$ cat src/rtl/core/kslpd_pkg.sv
package kslpd_pkg;

    localparam int unsigned KeyCodeW  = 10;
    localparam int unsigned EvTypeW   = 5;
    localparam int unsigned EvValueW  = 2;
    localparam int unsigned CountW    = 16;
    localparam int unsigned CfgIndexW = 2;
    localparam int unsigned CfgDataW  = 16;
    localparam int unsigned InDataW   = 24;  // 17 bits of fields, padded to whole bytes
    localparam int unsigned OutDataW  = 16;

    localparam logic [EvTypeW-1:0]   EvTypeKey    = 5'd1;
    localparam logic [EvValueW-1:0]  EvValRelease = 2'd0;
    localparam logic [EvValueW-1:0]  EvValPress   = 2'd1;
    localparam logic [CountW-1:0]    CountMax     = 16'hFFFF;
    localparam logic [CountW-1:0]    SinceReset   = 16'd10000;
    localparam logic [KeyCodeW-1:0]  WatchedKeyRst = 10'd0;
    localparam logic [CountW-1:0]    LongThrRst   = 16'd1000;
    localparam logic [CountW-1:0]    LockoutRst   = 16'd200;

    typedef enum logic [CfgIndexW-1:0] {
        CFG_WATCHED_KEY = 2'd0,
        CFG_LONG_THR    = 2'd1,
        CFG_LOCKOUT     = 2'd2
    } cfg_index_t;

    typedef enum logic {
        ACT_TICK  = 1'b0,
        ACT_EVENT = 1'b1
    } action_t;

    typedef enum logic [1:0] {
        OUT_NONE       = 2'd0,
        OUT_SHORT      = 2'd1,
        OUT_LONG       = 2'd2,
        OUT_SUPPRESSED = 2'd3
    } outcome_t;

    typedef struct packed {
        logic [KeyCodeW-1:0] watched_key;
        logic [CountW-1:0]   long_threshold_ms;
        logic [CountW-1:0]   lockout_ms;
    } cfg_t;

    typedef struct packed {
        action_t             action;
        logic [EvTypeW-1:0]  event_type;
        logic [KeyCodeW-1:0] event_code;
        logic [EvValueW-1:0] event_value;
    } item_t;

    typedef struct packed {
        outcome_t          outcome;
        logic [CountW-1:0] held_time;
    } result_t;

    function automatic logic [CountW-1:0] sat_inc(input logic [CountW-1:0] v);
        return (v == CountMax) ? CountMax : v + CountW'(1);
    endfunction

endpackage

$ cat src/rtl/core/kslpd_cfg.sv
module kslpd_cfg (
    input  logic                            aclk,
    input  logic                            aresetn,
    input  logic                            cfg_wr_en,
    input  logic [kslpd_pkg::CfgIndexW-1:0] cfg_index,
    input  logic [kslpd_pkg::CfgDataW-1:0]  cfg_wdata,
    output kslpd_pkg::cfg_t                 cfg
);
    import kslpd_pkg::*;

    cfg_t cfg_reg;

    always_ff @(posedge aclk) begin
        if (!aresetn) begin
            cfg_reg.watched_key       <= WatchedKeyRst;
            cfg_reg.long_threshold_ms <= LongThrRst;
            cfg_reg.lockout_ms        <= LockoutRst;
        end else if (cfg_wr_en) begin
            // index beyond the list: write dropped
            unique case (cfg_index)
                CFG_WATCHED_KEY: cfg_reg.watched_key       <= cfg_wdata[KeyCodeW-1:0];
                CFG_LONG_THR:    cfg_reg.long_threshold_ms <= cfg_wdata;
                CFG_LOCKOUT:     cfg_reg.lockout_ms        <= cfg_wdata;
                default: ;
            endcase
        end
    end

    assign cfg = cfg_reg;

endmodule

$ cat src/rtl/core/kslpd_eval.sv
module kslpd_eval (
    input  logic               aclk,
    input  logic               aresetn,
    input  logic               step,
    input  kslpd_pkg::item_t   item,
    input  kslpd_pkg::cfg_t    cfg,
    output kslpd_pkg::result_t result
);
    import kslpd_pkg::*;

    logic              key_down_reg,  key_down_next;
    logic              long_done_reg, long_done_next;
    logic [CountW-1:0] hold_reg,      hold_next;
    logic [CountW-1:0] since_reg,     since_next;

    logic [CountW-1:0] hold_inc;
    logic [CountW-1:0] since_inc;
    logic              is_watched;
    logic              lockout_over;

    assign hold_inc     = sat_inc(hold_reg);
    assign since_inc    = sat_inc(since_reg);
    assign is_watched   = (item.event_type == EvTypeKey) && (item.event_code == cfg.watched_key);
    assign lockout_over = (since_reg >= cfg.lockout_ms);

    always_comb begin
        key_down_next    = key_down_reg;
        long_done_next   = long_done_reg;
        hold_next        = hold_reg;
        since_next       = since_reg;
        result.outcome   = OUT_NONE;
        result.held_time = '0;
        if (item.action == ACT_TICK) begin
            since_next = since_inc;
            if (key_down_reg) begin
                hold_next = hold_inc;
                if (!long_done_reg && hold_inc >= cfg.long_threshold_ms &&
                    since_inc >= cfg.lockout_ms) begin
                    long_done_next   = 1'b1;
                    since_next       = '0;
                    result.outcome   = OUT_LONG;
                    result.held_time = hold_inc;
                end
            end
        end else if (is_watched) begin
            if (item.event_value == EvValPress && !key_down_reg) begin
                key_down_next  = 1'b1;
                long_done_next = 1'b0;
                hold_next      = '0;
            end else if (item.event_value == EvValRelease && key_down_reg) begin
                if (!long_done_reg) begin
                    result.held_time = hold_reg;
                    if (lockout_over) begin
                        result.outcome = OUT_SHORT;
                        since_next     = '0;
                    end else begin
                        result.outcome = OUT_SUPPRESSED;
                    end
                end
                key_down_next  = 1'b0;
                long_done_next = 1'b0;
                hold_next      = '0;
            end
        end
    end

    always_ff @(posedge aclk) begin
        if (!aresetn) begin
            key_down_reg  <= 1'b0;
            long_done_reg <= 1'b0;
            hold_reg      <= '0;
            since_reg     <= SinceReset;
        end else if (step) begin
            key_down_reg  <= key_down_next;
            long_done_reg <= long_done_next;
            hold_reg      <= hold_next;
            since_reg     <= since_next;
        end
    end

endmodule

$ cat src/rtl/core/key_short_long_press_detector.sv
// Classifies presses of one configured key as short or long from a stream of
// 1 ms ticks and key events. Every transaction in gives exactly one
// transaction out. An item is taken every clock while the input does not
// stall: it is captured in an input register, evaluated against the press
// state in the next cycle and placed in the output register at an edge where
// that register is empty or being read. The input stalls only when both
// registers hold items and the output transaction is not being taken.
// Configuration is written through the cfg port. The user must write it
// only while no item is in flight; the block itself does not enforce this.
module key_short_long_press_detector (
    input  logic                            aclk,
    input  logic                            aresetn,
    input  logic                            s_tvalid,
    output logic                            s_tready,
    // [4:0] event_type, [14:5] event_code, [16:15] event_value, [23:17] zero
    input  logic [kslpd_pkg::InDataW-1:0]   s_tdata,
    // [0] action
    input  logic                            s_tuser,
    output logic                            m_tvalid,
    input  logic                            m_tready,
    // [15:0] held_time
    output logic [kslpd_pkg::OutDataW-1:0]  m_tdata,
    // [1:0] outcome
    output logic [1:0]                      m_tuser,
    input  logic                            cfg_wr_en,
    input  logic [kslpd_pkg::CfgIndexW-1:0] cfg_index,
    input  logic [kslpd_pkg::CfgDataW-1:0]  cfg_wdata
);
    import kslpd_pkg::*;

    cfg_t    cfg;
    item_t   in_item_reg;
    logic    in_vld_reg;
    result_t res;
    result_t out_res_reg;
    logic    out_vld_reg;
    logic    advance;
    logic    s_take;

    assign advance  = in_vld_reg && (!out_vld_reg || m_tready);
    assign s_tready = !in_vld_reg || advance;
    assign s_take   = s_tvalid && s_tready;

    kslpd_cfg u_cfg (
        .aclk      (aclk),
        .aresetn   (aresetn),
        .cfg_wr_en (cfg_wr_en),
        .cfg_index (cfg_index),
        .cfg_wdata (cfg_wdata),
        .cfg       (cfg)
    );

    kslpd_eval u_eval (
        .aclk    (aclk),
        .aresetn (aresetn),
        .step    (advance),
        .item    (in_item_reg),
        .cfg     (cfg),
        .result  (res)
    );

    always_ff @(posedge aclk) begin
        if (!aresetn) begin
            in_vld_reg  <= 1'b0;
            out_vld_reg <= 1'b0;
        end else begin
            if (s_take) begin
                in_vld_reg <= 1'b1;
            end else if (advance) begin
                in_vld_reg <= 1'b0;
            end
            if (advance) begin
                out_vld_reg <= 1'b1;
            end else if (m_tready) begin
                out_vld_reg <= 1'b0;
            end
        end
    end

    always_ff @(posedge aclk) begin
        if (s_take) begin
            in_item_reg.action      <= action_t'(s_tuser);
            in_item_reg.event_type  <= s_tdata[4:0];
            in_item_reg.event_code  <= s_tdata[14:5];
            in_item_reg.event_value <= s_tdata[16:15];
        end
        if (advance) begin
            out_res_reg <= res;
        end
    end

    assign m_tvalid = out_vld_reg;
    assign m_tdata  = out_res_reg.held_time;
    assign m_tuser  = out_res_reg.outcome;

    // nothing to report carries a zero hold time
    a_none_zero: assert property (@(posedge aclk) disable iff (!aresetn)
        (m_tvalid && m_tuser == OUT_NONE) |-> (m_tdata == '0))
        else $error("outcome none with non-zero held_time");

    // input side only stalls behind a full, blocked output register
    a_stall_cause: assert property (@(posedge aclk) disable iff (!aresetn)
        !s_tready |-> (m_tvalid && !m_tready))
        else $error("input stalled without output back-pressure");

    a_reset_empty: assert property (@(posedge aclk)
        !aresetn |=> (!m_tvalid && s_tready))
        else $error("pipeline not empty after reset");

endmodule
$ cat config.mk
export PLATFORM = sky130hd
export DESIGN_NAME = key_short_long_press_detector
export DESIGN_NICKNAME = d
export VERILOG_FILES = /design/src/rtl/core/kslpd_pkg.sv /design/src/rtl/core/kslpd_cfg.sv /design/src/rtl/core/kslpd_eval.sv /design/src/rtl/core/key_short_long_press_detector.sv
export SDC_FILE = /design/constraint.sdc
export NUM_CORES = 1
export LEC_CHECK = 0
export BUFFER_PORTS_ARGS = -buffer_cell sky130_fd_sc_hd__buf_4
export CORE_ASPECT_RATIO = 1.4
export CORE_MARGIN = 4
export CORE_UTILIZATION = 52
export DETAILED_ROUTE_END_ITERATION = 10
export GPL_TIMING_DRIVEN = 1
export PLACE_DENSITY_LB_ADDON = 0.12
export SYNTH_ARGS = -nofsm -noshare
export SYNTH_HDL_FRONTEND = slang
export SYNTH_HIERARCHICAL = 1
export SYNTH_SLANG_ARGS = --single-unit
$ cat constraint.sdc
create_clock -name aclk -period 8.1 [get_ports aclk]
set_input_delay 1.62 -clock aclk [delete_from_list [all_inputs] [get_ports aclk]]
set_output_delay 1.62 -clock aclk [all_outputs]
set_load 0.01 [all_outputs]
==> flow_summary.json <==
{
  "outcome": "completed",
  "endpoint_kind": "flip-flop",
  "ys_top_cells_by_area": "dfxtp_1, edfxtp_1, ha_1",
  "critical_path_class": "reg -> reg",
  "ys_ff_latch": 114,
  "nNetsFinal": 787,
  "p_leak_nw": 3.12,
  "grt_pass1_vias": 4838,
  "post-dp-hpwl_um": 10600,
  "avgSynthCellArea_um2": 9.69,
  "yosysTopAreaCell": "dfxtp_1",
  "cts.sinks": 114,
  "drive_above_1_share": 0.145,
  "synthToLayoutAreaGrowth_pct": 17.7,
  "drt_pass1_iterations": 4,
  "worst_path_max_delay_cell": "o211ai_1",
  "die_h_um": 137,
  "cp_top_family": "compound AO/OA/AOI/OAI gates",
  "power_density_nw_per_um2": 202,
  "grt_max_degree": 79,
  "max_stage_delay_ns": 0.80,
  "synth_warnings": 6,
  "grt_pass1_wl_um": 23100,
  "skew_ns": 0.0113,
  "vias_per_cell": 5.66,
  "core-area_um2": 11500,
  "synth-seq-area-share": 0.429,
  "dp_slack_ns": 3.57,
  "syn_area_um2": 6160,
  "fin_crit_ns": 4.68,
  "synthesis.instances": 636,
  "cp-start-kind": "flip-flop",
  "dr_total_vias": 4785,
  "htree_levels": 4,
  "path_buf_inv": 0,
  "syn_nets": 734,
  "critical_path_required_ns": 8.20,
  "cap_violations": 0,
  "largest_reg_flops": 42,
  "max_clock_freq_mhz": 214,
  "initial_utilization": 0.538,
  "synth.top_cell.area_share": 0.253,
  "drv_slew": 0,
  "die_x_um": 100,
  "synthFlopType": "dfxtp_1",
  "clkLatencyLatePin_ns": 0.40,
  "cts-resized-gates": 0,
  "arrival_ns": 4.78,
  "async_flop_share": 0,
  "port_buffers": 60,
  "setup_viol": 0,
  "final_antenna_net_count": 0,
  "ctsRootBufferMaster": "clkbuf_16",
  "synth_common_cells": "nand2_1, dfxtp_1, ha_1",
  "grt_overflow": 0,
  "wl_per_cell_um": 16.9,
  "dieArea_um2": 13700,
  "peakVddDrop_v": 0.000121,
  "fp-row-count": 46,
  "tns_ns": 0,
  "synth_most_common_cell": "nand2_1",
  "ios": 68,
  "rsz0062_at_grt": "false",
  "drt_iter0_drc": 199,
  "n_antenna_cell": 0,
  "worstPathMaxFanout": 17,
  "ctsHoldBuffers": 0,
  "clkTransAtPathRegs_ns": 0.05,
  "ys_types": 56,
  "crit_chain": "ha_1, and3_1, nand3_1, nor3b_1, nand2b_1, nand3_1, ha_1, a21o_1, a21o_1, a21oi_1, o21ai_0, o211ai_1, o21ai_0, o2bb2ai_1",
  "worstMarginPinSlew_ns": 1.16,
  "cts_tree": "done",
  "clock_path_buffers": 2,
  "grt_use_total": 0.216,
  "whs_ns": 0.461,
  "routed_wirelength_um": 14300,
  "final.setup.worst_slack_ns": 3.42,
  "post-route-drc-count": 0,
  "synth-edff-count": 36,
  "finalCritPeriodShare": 0.578,
  "hold_viol_final": 0,
  "relSlewSlack": 0.227,
  "hold_path_class": "reg -> reg",
  "post_cts_buffers": 0,
  "antenna_found_initial": 0,
  "gp_congestion": 0.888,
  "cts_buffers": 17
}
layer usage:
layer,track usage,vias up,wire (um)
met2,0.411,101,7860
met4,0.0959,0,353
met1,0.227,2266,5600
li1,-,2393,-
met3,0.0398,25,506
met5,0,-,0
metrics by stage:
step	cell area (um2)	total power [mW]	utilization	cells
2_1_floorplan	6160	0.692	-	636
3_3_place_gp	6660	0.730	0.581	814
3_5_place_dp	6660	0.734	0.581	814
4_1_cts	7250	1.48	0.633	846
5_1_grt	7250	1.52	0.633	846
6_report	7250	1.46	0.633	846
power breakdown:
part           total, mW  switching [mW]  internal [mW]
Combinational      0.102          0.0558         0.0459
Sequential         0.621          0.0115          0.610
Clock              0.740           0.259          0.481
Total               1.46           0.326           1.14
kinds of logic (layout without fill, tap and decap cells):
kind of cell / Yosys count / after routing / share of synthesized area
compound gates: 119 / 119 / 0.139
xor+xnor: 29 / 29 / 0.0412
fa+ha+maj: 50 / 50 / 0.102
buf+inv: 74 / 140 / 0.0532
flops: 114 / 114 / 0.429
mux: 42 / 42 / 0.0684
simple gates: 208 / 208 / 0.168
area by class of cell:
cell class / count / area, um2
clock buffer: 18 / 429
clock inverter: 14 / 163
fill: 981 / 4200
inverter: 47 / 176
multi-input combinational: 448 / 3200
sequential: 114 / 2640
tap: 144 / 180
timing repair buffer: 61 / 458
path summary, 6_finish.rpt:
kind / start / cells after the start / end / slack [ns]
min: u_cfg/cfg[16]$_SDFFE_PN0P_ / 2 / u_cfg/cfg[16]$_SDFFE_PN0P_ / 0.46
max reg2reg: u_eval/hold_reg[0]$_SDFFE_PN0P_ / 14 / m_tdata[5]$_DFFE_PP_ / 3.42
min reg2reg: u_cfg/cfg[16]$_SDFFE_PN0P_ / 2 / u_cfg/cfg[16]$_SDFFE_PN0P_ / 0.46
max: u_eval/hold_reg[0]$_SDFFE_PN0P_ / 14 / m_tdata[5]$_DFFE_PP_ / 3.42
cell usage in the layout, fill, tap and decap left out, types with 11 or more instances in the layout:
cell type | synthesis | final
clkbuf_16 | 0 | 17
nand4_1 | 12 | 12
nor2_1 | 16 | 16
mux2i_1 | 41 | 41
edfxtp_1 | 36 | 36
xnor2_1 | 20 | 20
a22o_1 | 19 | 19
nor2b_1 | 13 | 12
dfxtp_1 | 78 | 78
buf_4 | 2 | 61
nand3_1 | 27 | 27
inv_1 | 46 | 46
nand2_1 | 95 | 95
a32o_1 | 11 | 11
o21ai_0 | 34 | 34
ha_1 | 50 | 50
a21oi_1 | 16 | 15
worst reg2reg max path, delay by kind of cell (launching register included):
kind	cells	cell delay, ns
AND/OR/NAND/NOR	5	1.52
AO/OA/AOI/OAI	7	1.89
adder cells (fa/ha/maj)	2	0.56
flip-flops	1	0.42
Note: power is estimated with default switching activity, not from simulation.
